**config.mk**
```make
export PLATFORM = sky130hd
export DESIGN_NAME = shared_buffer_multi_queue
export DESIGN_NICKNAME = d
export VERILOG_FILES = /design/src/hdl/sbmq_pkg.sv /design/src/hdl/sbmq_qtab.sv /design/src/hdl/sbmq_estore.sv /design/src/hdl/shared_buffer_multi_queue.sv
export SDC_FILE = /design/constraint.sdc
export NUM_CORES = 1
export LEC_CHECK = 0
export CAP_MARGIN = 20
export CORE_MARGIN = 2
export CORE_UTILIZATION = 35
export DETAILED_ROUTE_END_ITERATION = 6
export DONT_BUFFER_PORTS = 1
export PLACE_DENSITY = 0.56
export SYNTH_ARGS = -nofsm -noshare
export SYNTH_HDL_FRONTEND = slang
export SYNTH_HIERARCHICAL = 1
export SYNTH_SLANG_ARGS = --single-unit
```
**constraint.sdc**
```tcl
create_clock -name i_clk -period 7.7 [get_ports i_clk]
set_input_delay 1.54 -clock i_clk [delete_from_list [all_inputs] [get_ports i_clk]]
set_output_delay 1.54 -clock i_clk [all_outputs]
set_load 0.005 [all_outputs]
```
**src/hdl/sbmq_pkg.sv**
```systemverilog
// Shared types and constants for the shared-buffer multi-queue.
// Used by sbmq_qtab, sbmq_estore, shared_buffer_multi_queue and its testbench; no dependencies.
package sbmq_pkg;

    // Default sizes handed down from the top level
    localparam int DEF_ENTRIES = 16;
    localparam int DEF_QUEUES  = 4;

    // Fixed field widths
    localparam int DATA_W = 32;
    localparam int QID_W  = 2;
    localparam int STAT_W = 2;

    // Operation codes
    localparam logic CMD_ENQ = 1'b0;
    localparam logic CMD_DEQ = 1'b1;

    // Status codes
    localparam logic [STAT_W-1:0] ST_OK    = 2'd0;
    localparam logic [STAT_W-1:0] ST_FULL  = 2'd1;
    localparam logic [STAT_W-1:0] ST_EMPTY = 2'd2;

    // Data returned by a dequeue of an empty queue
    localparam logic signed [DATA_W-1:0] DATA_MINUS_ONE = '1;

    // Input word
    typedef struct packed {
        logic                     cmd;
        logic [QID_W-1:0]         queue_id;
        logic signed [DATA_W-1:0] data_in;
    } t_in_word;

    // Output word
    typedef struct packed {
        logic signed [DATA_W-1:0] data_out;
        logic [STAT_W-1:0]        status;
    } t_out_word;

    // Write strobes into the head/tail table
    typedef struct packed {
        logic head_we;
        logic tail_we;
    } t_qt_we;

    // Write strobes into the entry store
    typedef struct packed {
        logic link_we;
        logic value_we;
        logic alloc;
    } t_es_we;

endpackage

```
**src/hdl/sbmq_qtab.sv**
```systemverilog
// Per-queue head and tail pointer table, one address per cycle, shared by the read and the write.
// Depends on sbmq_pkg. Unwritten queues read as the null pointer through valid bits.
module sbmq_qtab #(
    parameter int QUEUES = 4,
    parameter int PW     = 5,
    parameter int QAW    = 2,
    parameter int ENTRIES = 16
) (
    input  logic            i_clk,
    input  logic            i_rst_n,
    input  logic            i_rd_en,
    input  logic [QAW-1:0]  i_addr,
    input  sbmq_pkg::t_qt_we i_we,
    input  logic [PW-1:0]   i_head_wd,
    input  logic [PW-1:0]   i_tail_wd,
    output logic [PW-1:0]   o_head_rd,
    output logic [PW-1:0]   o_tail_rd
);
    import sbmq_pkg::*;

    localparam logic [PW-1:0] NIL = PW'(ENTRIES);

    logic [PW-1:0] mem_head [QUEUES];
    logic [PW-1:0] mem_tail [QUEUES];
    logic [QUEUES-1:0] r_qv;
    logic [PW-1:0] r_head_rd;
    logic [PW-1:0] r_tail_rd;
    logic          r_rv;

    // Pointer memories
    always_ff @(posedge i_clk) begin
        if (i_we.head_we) begin
            mem_head[i_addr] <= i_head_wd;
        end
        if (i_we.tail_we) begin
            mem_tail[i_addr] <= i_tail_wd;
        end
        if (i_rd_en) begin
            r_head_rd <= mem_head[i_addr];
            r_tail_rd <= mem_tail[i_addr];
        end
    end

    // Valid bits: a queue never written reads as null; the first enqueue
    // of a queue writes head and tail together, so one bit covers both
    always_ff @(posedge i_clk) begin
        if (!i_rst_n) begin
            r_qv <= '0;
            r_rv <= 1'b0;
        end else begin
            if (i_we.head_we || i_we.tail_we) begin
                r_qv[i_addr] <= 1'b1;
            end
            if (i_rd_en) begin
                r_rv <= r_qv[i_addr];
            end
        end
    end

    assign o_head_rd = r_rv ? r_head_rd : NIL;
    assign o_tail_rd = r_rv ? r_tail_rd : NIL;

endmodule

```
**src/hdl/sbmq_estore.sv**
```systemverilog
// Entry store: link pointers and stored values, with a fill count for the free chain.
// Depends on sbmq_pkg. Entries at or above the fill count read as linking to the next entry.
module sbmq_estore #(
    parameter int ENTRIES = 16,
    parameter int PW      = 5,
    parameter int EW      = 4
) (
    input  logic                              i_clk,
    input  logic                              i_rst_n,
    input  sbmq_pkg::t_es_we                  i_we,
    input  logic [PW-1:0]                     i_alloc_idx,
    input  logic [EW-1:0]                     i_link_wa,
    input  logic [PW-1:0]                     i_link_wd,
    input  logic [EW-1:0]                     i_value_wa,
    input  logic signed [sbmq_pkg::DATA_W-1:0] i_value_wd,
    input  logic                              i_rd_en,
    input  logic [EW-1:0]                     i_rd_addr,
    output logic [PW-1:0]                     o_link_rd,
    output logic signed [sbmq_pkg::DATA_W-1:0] o_value_rd
);
    import sbmq_pkg::*;

    logic [PW-1:0]            mem_link  [ENTRIES];
    logic signed [DATA_W-1:0] mem_value [ENTRIES];
    logic [PW-1:0]            r_fill;
    logic [PW-1:0]            r_link_rd;
    logic [PW-1:0]            r_next;
    logic                     r_fresh;
    logic signed [DATA_W-1:0] r_value_rd;

    // Memories, read data registered
    always_ff @(posedge i_clk) begin
        if (i_we.link_we) begin
            mem_link[i_link_wa] <= i_link_wd;
        end
        if (i_we.value_we) begin
            mem_value[i_value_wa] <= i_value_wd;
        end
        if (i_rd_en) begin
            r_link_rd  <= mem_link[i_rd_addr];
            r_value_rd <= mem_value[i_rd_addr];
            r_next     <= PW'(i_rd_addr) + PW'(1);
        end
    end

    // Fill count: entries below it have had their link written
    always_ff @(posedge i_clk) begin
        if (!i_rst_n) begin
            r_fill  <= '0;
            r_fresh <= 1'b0;
        end else begin
            if (i_we.alloc && (i_alloc_idx == r_fill)) begin
                r_fill <= r_fill + PW'(1);
            end
            if (i_rd_en) begin
                r_fresh <= (PW'(i_rd_addr) >= r_fill);
            end
        end
    end

    // Untouched entries chain to the next one; the last gives the null code
    assign o_link_rd  = r_fresh ? r_next : r_link_rd;
    assign o_value_rd = r_value_rd;

endmodule

```
**src/hdl/shared_buffer_multi_queue.sv**
```systemverilog
// Channel   Valid        Stall        Word
// input     i_in_valid   o_in_stall   i_in_word  (cmd, queue_id, data_in)
// output    o_out_valid  i_out_stall  o_out_word (data_out, status)
//
// An enqueue or a dequeue passes S_READ and two further states before its result is registered, a rejected
// one S_READ and one more; a new word is taken only back in S_IDLE, once the last item is through.
// The one-read, one-write ports of the pointer table and entry store set the step count.
// The input stalls from acceptance until the result is in the output register.
// A stalled output holds the sequencer in its final step, with no state written.
// Reset is synchronous and immediate; no clearing pass is needed.
// Depends on sbmq_pkg, sbmq_qtab and sbmq_estore.
module shared_buffer_multi_queue #(
    parameter int ENTRIES = sbmq_pkg::DEF_ENTRIES,
    parameter int QUEUES  = sbmq_pkg::DEF_QUEUES
) (
    input  logic                i_clk,
    input  logic                i_rst_n,
    input  logic                i_in_valid,
    output logic                o_in_stall,
    input  sbmq_pkg::t_in_word  i_in_word,
    output logic                o_out_valid,
    input  logic                i_out_stall,
    output sbmq_pkg::t_out_word o_out_word
);
    import sbmq_pkg::*;

    localparam int PW  = $clog2(ENTRIES + 1);
    localparam int EW  = $clog2(ENTRIES);
    localparam int QAW = (QUEUES > 1) ? $clog2(QUEUES) : 1;
    localparam logic [PW-1:0] NIL = PW'(ENTRIES);

    typedef enum logic [5:0] {
        S_IDLE     = 6'b000001,
        S_READ     = 6'b000010,
        S_ENQ_LINK = 6'b000100,
        S_ENQ_DONE = 6'b001000,
        S_DEQ_HEAD = 6'b010000,
        S_DEQ_DONE = 6'b100000
    } t_state;

    t_state    r_state, n_state;
    t_in_word  r_item, n_item;
    logic [PW-1:0] r_idx, n_idx;
    logic [PW-1:0] r_free_head, n_free_head;
    logic      r_out_valid;
    t_out_word r_out;

    logic [QAW-1:0] w_q;
    logic           w_q_ok;
    logic           w_head_ok;
    logic           w_tail_ok;
    logic           w_out_free;
    logic           w_emit;
    t_out_word      w_emit_word;

    t_qt_we         w_qt_we;
    logic           w_qt_rd_en;
    logic [PW-1:0]  w_qt_head_wd;
    logic [PW-1:0]  w_qt_tail_wd;
    logic [PW-1:0]  w_head_rd;
    logic [PW-1:0]  w_tail_rd;

    t_es_we         w_es_we;
    logic [EW-1:0]  w_link_wa;
    logic [PW-1:0]  w_link_wd;
    logic [EW-1:0]  w_value_wa;
    logic           w_es_rd_en;
    logic [EW-1:0]  w_es_rd_addr;
    logic [PW-1:0]  w_link_rd;
    logic signed [DATA_W-1:0] w_value_rd;

    // Head/tail table
    sbmq_qtab #(
        .QUEUES  (QUEUES),
        .PW      (PW),
        .QAW     (QAW),
        .ENTRIES (ENTRIES)
    ) u_qtab (
        .i_clk     (i_clk),
        .i_rst_n   (i_rst_n),
        .i_rd_en   (w_qt_rd_en),
        .i_addr    (w_q),
        .i_we      (w_qt_we),
        .i_head_wd (w_qt_head_wd),
        .i_tail_wd (w_qt_tail_wd),
        .o_head_rd (w_head_rd),
        .o_tail_rd (w_tail_rd)
    );

    // Entry store
    sbmq_estore #(
        .ENTRIES (ENTRIES),
        .PW      (PW),
        .EW      (EW)
    ) u_estore (
        .i_clk       (i_clk),
        .i_rst_n     (i_rst_n),
        .i_we        (w_es_we),
        .i_alloc_idx (r_free_head),
        .i_link_wa   (w_link_wa),
        .i_link_wd   (w_link_wd),
        .i_value_wa  (w_value_wa),
        .i_value_wd  (r_item.data_in),
        .i_rd_en     (w_es_rd_en),
        .i_rd_addr   (w_es_rd_addr),
        .o_link_rd   (w_link_rd),
        .o_value_rd  (w_value_rd)
    );

    // Pointer checks
    assign w_q        = QAW'(r_item.queue_id);
    assign w_q_ok     = 32'(r_item.queue_id) < QUEUES;
    assign w_head_ok  = w_head_rd < NIL;
    assign w_tail_ok  = w_tail_rd < NIL;
    assign w_out_free = !r_out_valid || !i_out_stall;

    // Sequencer
    always_comb begin
        n_state      = r_state;
        n_item       = r_item;
        n_idx        = r_idx;
        n_free_head  = r_free_head;
        w_qt_we      = '0;
        w_qt_rd_en   = 1'b0;
        w_qt_head_wd = r_free_head;
        w_qt_tail_wd = r_free_head;
        w_es_we      = '0;
        w_link_wa    = w_tail_rd[EW-1:0];
        w_link_wd    = r_free_head;
        w_value_wa   = r_free_head[EW-1:0];
        w_es_rd_en   = 1'b0;
        w_es_rd_addr = r_free_head[EW-1:0];
        w_emit       = 1'b0;
        w_emit_word  = '{data_out: '0, status: ST_OK};

        unique case (r_state)
            S_IDLE: begin
                if (i_in_valid) begin
                    n_item  = i_in_word;
                    n_state = S_READ;
                end
            end
            S_READ: begin
                // fetch queue pointers and the link of the free head
                w_qt_rd_en = 1'b1;
                w_es_rd_en = 1'b1;
                n_state    = (r_item.cmd == CMD_ENQ) ? S_ENQ_LINK : S_DEQ_HEAD;
            end
            S_ENQ_LINK: begin
                if (!w_q_ok || !(r_free_head < NIL)) begin
                    w_emit_word = '{data_out: '0, status: ST_FULL};
                    if (w_out_free) begin
                        w_emit  = 1'b1;
                        n_state = S_IDLE;
                    end
                end else begin
                    // pop the free entry, hang it after the tail
                    n_idx            = r_free_head;
                    n_free_head      = w_link_rd;
                    w_es_we.alloc    = 1'b1;
                    w_es_we.value_we = 1'b1;
                    w_qt_we.tail_we  = 1'b1;
                    if (!w_head_ok) begin
                        w_qt_we.head_we = 1'b1;
                    end else if (w_tail_ok) begin
                        w_es_we.link_we = 1'b1;
                    end
                    n_state = S_ENQ_DONE;
                end
            end
            S_ENQ_DONE: begin
                // terminate the new entry's link
                w_link_wa   = r_idx[EW-1:0];
                w_link_wd   = NIL;
                w_emit_word = '{data_out: '0, status: ST_OK};
                if (w_out_free) begin
                    w_es_we.link_we = 1'b1;
                    w_emit          = 1'b1;
                    n_state         = S_IDLE;
                end
            end
            S_DEQ_HEAD: begin
                if (!w_q_ok || !w_head_ok) begin
                    w_emit_word = '{data_out: DATA_MINUS_ONE, status: ST_EMPTY};
                    if (w_out_free) begin
                        w_emit  = 1'b1;
                        n_state = S_IDLE;
                    end
                end else begin
                    n_idx        = w_head_rd;
                    w_es_rd_en   = 1'b1;
                    w_es_rd_addr = w_head_rd[EW-1:0];
                    n_state      = S_DEQ_DONE;
                end
            end
            S_DEQ_DONE: begin
                // unlink the head, push it on the free list
                w_qt_head_wd = w_link_rd;
                w_link_wa    = r_idx[EW-1:0];
                w_link_wd    = r_free_head;
                w_emit_word  = '{data_out: w_value_rd, status: ST_OK};
                if (w_out_free) begin
                    w_qt_we.head_we = 1'b1;
                    w_es_we.link_we = 1'b1;
                    n_free_head     = r_idx;
                    w_emit          = 1'b1;
                    n_state         = S_IDLE;
                end
            end
            default: begin
                n_state = S_IDLE;
            end
        endcase
    end

    // Control registers
    always_ff @(posedge i_clk) begin
        if (!i_rst_n) begin
            r_state     <= S_IDLE;
            r_free_head <= '0;
            r_out_valid <= 1'b0;
        end else begin
            r_state     <= n_state;
            r_free_head <= n_free_head;
            if (w_emit) begin
                r_out_valid <= 1'b1;
            end else if (!i_out_stall) begin
                r_out_valid <= 1'b0;
            end
        end
    end

    // Payload registers
    always_ff @(posedge i_clk) begin
        r_item <= n_item;
        r_idx  <= n_idx;
        if (w_emit) begin
            r_out <= w_emit_word;
        end
    end

    assign o_in_stall  = (r_state != S_IDLE);
    assign o_out_valid = r_out_valid;
    assign o_out_word  = r_out;

`ifndef ASSERT_OFF
    a_busy_after_accept: assert property (@(posedge i_clk) disable iff (!i_rst_n)
        (i_in_valid && !o_in_stall) |=> o_in_stall)
        else $error("input taken while a word is in progress");

    a_free_head_range: assert property (@(posedge i_clk) disable iff (!i_rst_n)
        r_free_head <= NIL)
        else $error("free head beyond the null code");

    a_emit_ends_item: assert property (@(posedge i_clk) disable iff (!i_rst_n)
        w_emit |=> (r_state == S_IDLE))
        else $error("result written without returning to idle");

    a_full_data_zero: assert property (@(posedge i_clk) disable iff (!i_rst_n)
        (o_out_valid && (o_out_word.status == ST_FULL)) |-> (o_out_word.data_out == '0))
        else $error("store-full result carries non-zero data");
`endif

endmodule

```
==> metrics.txt, run 1 <==
Root Driver=clkbuf_16; Critical Path RT=8.09 ns; final period utilization=57.8%; reg2reg setup slack=3.25 ns; Die W=~300 microns; Num CTS Buffers=between 80 and 90; crit-path cells=nor4b_4 > nand2_2 > nor2_2 > mux2_4 > buf_4 > nor2b_4 > buf_4 > a22oi_1 > o211ai_1 > nand2_1; setup bufs post-CTS=0; nets=1660; RSZ-0062 raised after global routing=false; die span in y=299 microns; Worst Setup Path Type=register to register; asr flop ratio synth=0%; share of the synthesized area in the top cell type=about 75%; FF-to-FF End=u_estore/o_value_rd[19]; Routed WL=70700 microns; top-count cell post-synth=edfxtp_1; first-pass GRT wire length=103000 microns; slowest stage delay, CP=around 0.76 ns; Core Box Area=between 80000 and 90000 sq um; CTS clk-pin slew, worst paths=~0.060 ns; Power Density=about 270 nW/um^2; Synth warnings=6; XOR/XNOR Fraction of Synth Area=0.259%; drt drc=0; post-synthesis adder-cell area fraction=0.246%; finished layout cell area=34600 sq um; grt total ovfl=0; max_cap viols=0; setup total negative slack=0 ns; num ports=75; # clock sinks=781; leading post-synthesis cells by cell area=edfxtp_1 (75%), mux4_2 (6.2%), mux2i_1 (5.1%); outcome=finished, final reports clean; Worst slew margin=28.2%; Bufs and invs on worst path=2; # diodes=0; cts repair resizes=0; Total GRT Usage=about 16%; layout cells sized above 1=19.6%; startpoint type of the worst setup path=register; largest net degree at the start of global routing=90; Net Count, Synth=between 1500 and 2000; CP endpoint kind=register; die area=89400 sq um; critical path startpoint=r_state[3]; #FFs+latches synth=781; Final Skew=~0.033 ns; initial antenna violation count=2; vias post-DR=14800; post-synthesis compound-gate area fraction=5.21%; row count=about 110; CTS tree=done; via/cell ratio=between 5 and 6; CP delay by family, top=simple AND/OR/NAND/NOR gates; Max clock buf depth=3; DR WL/cell=approximately 25 microns; most area-hungry cell type in the Yosys netlist=edfxtp_1; Netlist cell types=62; H-tree Lvls=3; worst r2r src=r_state[3]; Synth Area per Inst=19.3 sq um; number of cells on the critical path=10; Peak Freq=roughly 0.22 GHz; Netlist Area Pre-Place=30500 sq um; Worst-Margin Slew=1.08 ns; type of the worst min-delay path=register to register; Post-Synthesis Cells=1577; DRT iter0 DRCs=1136; critical path arrival=4.84 ns; number of global-route vias before repair=15200; final setup fails=0; critical path's slowest cell=mux2_4; largest family of logic cells by synthesized area=multiplexers; worst-skew pair later-pin latency=between 0.6 and 0.7 ns; Post-DP Area=31800 sq um; Post-CTS Hold Fix Bufs=0; PortBufs=0; gp weighted congestion=0.783; First-pass DRT Iterations=5; Worst Slack Setup Final=3.25 ns; crit-path most repeated cell=buf_4; Seq/Total Area, Yosys=76.2%; Initial Utilization=35.2%; most used flip-flop cell after synthesis=edfxtp_1; Slew Viols, Final=0; Pleak=10.6 nW; Post-synth EDFFs=758; post-route ant nets=0; Post-synth top cells=edfxtp_1 (758), mux2i_1 (156), nand2_1 (120); Post-DP HPWL=36600 microns; Crit Path Max Fanout=45; post-place setup slack=3.21 ns; R2R depth=10; multiplexer share of the synthesized area=12.2%; crit path time final=approximately 4.4 ns; Setup crit end=u_estore/o_value_rd[19]; Peak VDD IR=~0.17 mV; final hold viol count=0; post-synthesis simple-gate area fraction=3.70%; Layout area overhead=13.5%
## worst min-delay path by stage
stage,cells past startpoint,end,startpoint
6_report,1,u_qtab/r_qv[3],u_qtab/r_qv[3]
3_3_place_gp,1,u_qtab/r_qv[3],u_qtab/r_qv[3]
5_1_grt,1,u_qtab/r_qv[2],u_qtab/r_qv[2]
2_1_floorplan,1,u_qtab/r_qv[3],u_qtab/r_qv[3]
4_1_cts,1,u_qtab/r_qv[2],u_qtab/r_qv[2]
3_5_place_dp,1,u_qtab/r_qv[2],u_qtab/r_qv[2]
## registers in the layout, indices dropped and copies added (netlist names), 2 cells and up
name,count
u_estore/r_next,5
r_state,6
u_estore/mem_link,80
u_qtab/r_head_rd,5
r_item,33
w_q,2
r_free_head,5
u_estore/r_fill,5
r_idx,5
u_qtab/mem_tail,20
u_estore/r_link_rd,5
u_estore/mem_value,512
u_estore/o_value_rd,32
o_out_word,34
u_qtab/mem_head,20
u_qtab/r_tail_rd,5
u_qtab/r_qv,4
## cell usage in the layout, fill, tap and decap left out, types with 6 or more instances in the layout
| cell type | n |
|---|---|
| bufinv_16 | 9 |
| clkbuf_1 | 16 |
| clkbuf_16 | 86 |
| buf_4 | 30 |
| and2_1 | 13 |
| a22oi_1 | 37 |
| nor2_4 | 13 |
| o211ai_1 | 37 |
| nor3_1 | 7 |
| inv_1 | 11 |
| dfxtp_1 | 23 |
| nor2_1 | 22 |
| nand2_1 | 120 |
| edfxtp_1 | 758 |
| o21ai_1 | 36 |
| mux4_2 | 84 |
| nand2b_1 | 9 |
| mux2_2 | 14 |
| clkinv_1 | 12 |
| a21oi_1 | 10 |
| o21a_1 | 7 |
| mux2i_1 | 156 |
| ha_1 | 6 |
| xnor2_1 | 6 |
| a221oi_2 | 36 |
| clkinv_2 | 20 |
## cells by family (layout without fill, tap and decap cells)
kind of cell / Yosys count / after routing
compound gates: 190 / 190
xor+xnor: 9 / 9
fa+ha+maj: 6 / 6
buf+inv: 95 / 201
flops: 781 / 781
mux: 262 / 262
simple gates: 234 / 234
## power breakdown
part / internal (W) / leakage, nW / switching (W) / total, W
Sequential: 0.00492 / 7.21 / 0.000201 / 0.00512
Combinational: 0.0000818 / 2.06 / 0.000173 / 0.000255
Clock: 0.00237 / 1.37 / 0.00167 / 0.00404
Total: 0.00738 / 10.6 / 0.00205 / 0.00942
## routing by layer
metal	vias up	global-route usage, %	wire length, microns
met5	-	0	0
met4	0	4.52	1730
met3	115	2.58	3250
met2	371	26.3	34900
met1	7817	21.5	30800
li1	6475	-	-
## per-stage QoR
| stage | power (W) | hold slack, ns | std cells | utilization, % |
|---|---|---|---|---|
| after CTS | 0.00953 | 0.468 | 2836 | 40.0 |
| after floorplan | 0.00530 | 0.435 | 1577 | - |
| after detailed placement | 0.00548 | 0.453 | 2681 | 36.7 |
| final | 0.00942 | 0.468 | 2838 | 40.0 |
| after global placement | 0.00545 | 0.440 | 2680 | 36.7 |
| after global routing | 0.00973 | 0.482 | 2838 | 40.0 |
## layout make-up
class / count / area (sq um)
Inverter: 11 / 41.3
Sequential cell: 781 / 23200
Tap cell: 1155 / 1450
Clock inverter: 53 / 579
Clock buffer: 102 / 2210
Multi-Input combinational cell: 701 / 6780
Timing Repair Buffer: 35 / 319
Fill cell: 7709 / 51900
(Power assumes the default switching activity.)
==> run 2: changes to the inputs <==
--- a/config.mk
+++ b/config.mk
@@ -5,6 +5,7 @@
 export SDC_FILE = /design/constraint.sdc
 export NUM_CORES = 1
 export LEC_CHECK = 0
+export ABC_AREA = 1
 export CAP_MARGIN = 20
 export CORE_MARGIN = 2
 export CORE_UTILIZATION = 35
==> constraint.sdc (replaced) <==
create_clock -name i_clk -period 4.7 [get_ports i_clk]
set_input_delay 0.94 -clock i_clk [delete_from_list [all_inputs] [get_ports i_clk]]
set_output_delay 0.94 -clock i_clk [all_outputs]
set_load 0.005 [all_outputs]
==> run 2 against run 1 <==
  * Die area up 1.7%
  * Area after synthesis up 1.7%
  * Sequential power up 69%
  * Design area up 1.0%
  * Critical path type unchanged
  * Total power up 66%
  * Cell count up 28%
  * Fmax up 36%
  * Clock-buffer cell count down 7
  * Register-to-register slack worse by 1.8 ns
  * Sequential share of layout area down 0.68 points
  * First-iteration DRC count up 42%
==> metrics.txt, run 2 <==
outcome=finished, final reports clean (unchanged); Peak VDD IR=0.302 mV (was 0.169 mV); Crit Path Max Fanout=225 (was 45); DRT iter0 DRCs=1613 (was 1136); Final Skew=0.0304 ns (was 0.0334 ns); Core Box Area=88100 sq um (was 86500 sq um); CP endpoint kind=register (unchanged); switching share of power=22.4% (was 21.7%); cts repair resizes=0 (unchanged); most used flip-flop cell after synthesis=edfxtp_1 (unchanged); Synth warnings=6 (unchanged); CTS tree=done (unchanged); Post-Synthesis Cells=2423 (was 1577); Hold WS=0.395 ns (was 0.468 ns); vias post-DR=18900 (was 14800); top-count cell post-synth=edfxtp_1 (unchanged); largest net degree at the start of global routing=226 (was 90); Slew Viols, Final=0 (unchanged); Synth Area per Inst=12.8 sq um (was 19.3 sq um); most frequent cells in the layout=edfxtp_1 (758), nor2_1 (456), o21ai_0 (289) (was edfxtp_1 (758), mux2i_1 (156), nand2_1 (120)); CTS clk-pin slew, worst paths=0.07 ns (was 0.06 ns); Power Density=447 nW/um^2 (was 272 nW/um^2); number of global-route vias before repair=18600 (was 15200); num ports=75 (unchanged); Net Count, Synth=2468 (was 1622); Initial Utilization=35.2% (about the same); met1 Usage GRT=22.9% (was 21.5%); Largest Register=u_estore/mem_value (unchanged); H-tree Lvls=3 (unchanged); Post-DP HPWL=39700 microns (was 36600 microns); share of the synthesized area in the top cell type=73.4% (was 74.7%); DR WL/cell=21.2 microns (was 24.9 microns); Worst Setup Path Type=register to register (unchanged); post-route ant nets=0 (unchanged); reg2reg setup slack=1.44 ns (was 3.25 ns); #FFs+latches synth=781 (unchanged); gr busiest metal=met2 (unchanged); critical path arrival=3.74 ns (was 4.84 ns); Largest register FFs=512 (unchanged); grt total ovfl=0 (unchanged); Post-synth EDFFs=758 (unchanged); met2 Use GR=27.8% (was 26.3%); Root Driver=clkbuf_16 (unchanged); P_sw=0.00350 W (was 0.00205 W); layout cells sized above 1=9.29% (was 19.6%); Post-synth top cells=edfxtp_1 (758), nor2_1 (466), o21ai_0 (292) (was edfxtp_1 (758), mux2i_1 (156), nand2_1 (120)); nets=2459 (was 1660); RSZ-0062 raised after global routing=false (unchanged); Total GRT Usage=16.9% (was 15.8%); setup total negative slack=0 ns (unchanged); gp weighted congestion=0.826 (was 0.783); Post-CTS Hold Fix Bufs=0 (unchanged); PortBufs=0 (unchanged); Layout area overhead=12.8% (was 13.5%); final period utilization=69.3% (was 57.8%); die area=90900 sq um (was 89400 sq um); Num CTS Buffers=82 (was 85); final setup fails=0 (unchanged); drt drc=0 (unchanged); Worst slew margin=29.5% (was 28.2%); hold depth=0 (was 1); Pleak=11.7 nW (was 10.6 nW); Pint=0.0121 W (was 0.00738 W); Max clock buf depth=3 (unchanged); via/cell ratio=5.20 (was 5.21); Peak Freq=0.307 GHz (was 0.225 GHz); Netlist cell types=40 (was 62); leading post-synthesis cells by cell area=edfxtp_1 (73%), nor2_1 (5.6%), o21ai_0 (4.7%) (was edfxtp_1 (75%), mux4_2 (6.2%), mux2i_1 (5.1%)); Worst-Margin Slew=1.06 ns (was 1.08 ns); Critical Path RT=5.18 ns (was 8.09 ns); startpoint type of the worst setup path=register (unchanged); clock share of power=41.7% (was 42.9%); max_cap viols=0 (unchanged); portion of total power attributed to combinational logic=3.1% (was 2.7%); crit path time final=3.26 ns (was 4.45 ns); most common cell after layout, fill and taps aside=edfxtp_1 (unchanged); Seq/Total Area, Yosys=74.9% (was 76.2%); R2R depth=10 (unchanged); initial antenna violation count=4 (was 2); First-pass DRT Iterations=6 (was 5); setup bufs post-CTS=0 (unchanged); Die W=302 microns (was 299 microns); type of the worst min-delay path=input pin to register (was register to register); Netlist Area Pre-Place=31000 sq um (was 30500 sq um); row count=109 (was 108); Seq pwr share=55.3% (was 54.4%); most area-hungry cell type in the Yosys netlist=edfxtp_1 (unchanged); die span in y=302 microns (was 299 microns); final hold viol count=0 (unchanged); met3 Use GR=3.10% (was 2.58%); asr flop ratio synth=0% (unchanged); number of fill cells=8226 (was 7709); worst-skew pair later-pin latency=0.64 ns (was 0.63 ns); Routed WL=77200 microns (was 70700 microns); # clock sinks=781 (unchanged); first-pass GRT wire length=116000 microns (was 103000 microns)
==> run 2: cell types whose count changed after synthesis, sizes merged, moves of 75 or more <==
cell	delta
mux2i	-156
o21ai	+303
inv	+134
nor2	+444
mux4	-85
o22ai	+75
nand2	+131
==> run 2: power by group through the flow <==
stage	logic [W]	clock network [W]	registers [W]
finish	0.000482	0.00651	0.00863
global placement	0.000484	0	0.00876
detailed placement	0.000493	0	0.00879
CTS	0.000493	0.00664	0.00864
global route	0.000534	0.00691	0.00869
floorplan	0.000317	0	0.00861
==> run 2: cells by family after synthesis <==
kind of cell,share of synthesized area [%]
AND/OR/NAND/NOR,10.6
flip-flops,74.9
AO/OA/AOI/OAI,9.75
buffers and inverters,4.15
adder cells (fa/ha/maj),0.242
multiplexers,0.182
XOR/XNOR,0.113
==> run 2: path summary, 6_finish.rpt <==
| check | from | endpoint |
|---|---|---|
| setup / recovery | r_state[0] | u_estore/o_value_rd[16] |
| hold / removal | i_in_word[5] | r_item[5] |
| setup reg to reg | r_state[0] | u_estore/o_value_rd[16] |
| hold reg to reg | u_qtab/r_qv[1] | u_qtab/r_qv[1] |
==> run 2: critical path, stage by stage, from the launching register on <==
cell      delay (ns)
dfxtp_1         0.34
nor2_4          0.25
nand3_2         0.22
nor2_4          0.37
nand2_1         0.16
o21ai_4         0.12
buf_12          0.73
o21ai_0         0.24
o211ai_1        0.24
nand3_1         0.13
nand2_1         0.15
==> run 2: routing by layer <==
metal | wire length, microns | part of all wire, %
met1 | 33800 | 44
met2 | 36400 | 47
met4 | 2160 | 2.8
met5 | 18 | 0.023
met3 | 4810 | 6.2
==> run 2: metrics by stage <==
stage          cells  utilization (%)  worst slack [ns]  power, W  area (sq um)
4_1_cts         3641             39.6              1.46    0.0158         34900
3_5_place_dp    3494             36.5              1.48   0.00928         32200
3_3_place_gp    3494             36.5              1.56   0.00924         32200
6_report        3644             39.7              1.44    0.0156         34900
5_1_grt         3642             39.7              1.21    0.0161         34900
2_1_floorplan   2423                -             0.831   0.00893         31000
==> run 2: final cells by class <==
| type | count | area, sq um | area share, % |
|---|---|---|---|
| Antenna cell | 2 | 5.00 | 0.0143 |
| Inverter | 146 | 556 | 1.59 |
| Multi-Input combinational cell | 1363 | 6640 | 19.0 |
| Sequential cell | 781 | 23200 | 66.4 |
| Timing Repair Buffer | 40 | 350 | 1.00 |
| Tap cell | 1165 | 1460 | 4.17 |
| Clock buffer | 95 | 2130 | 6.10 |
| Clock inverter | 52 | 589 | 1.69 |
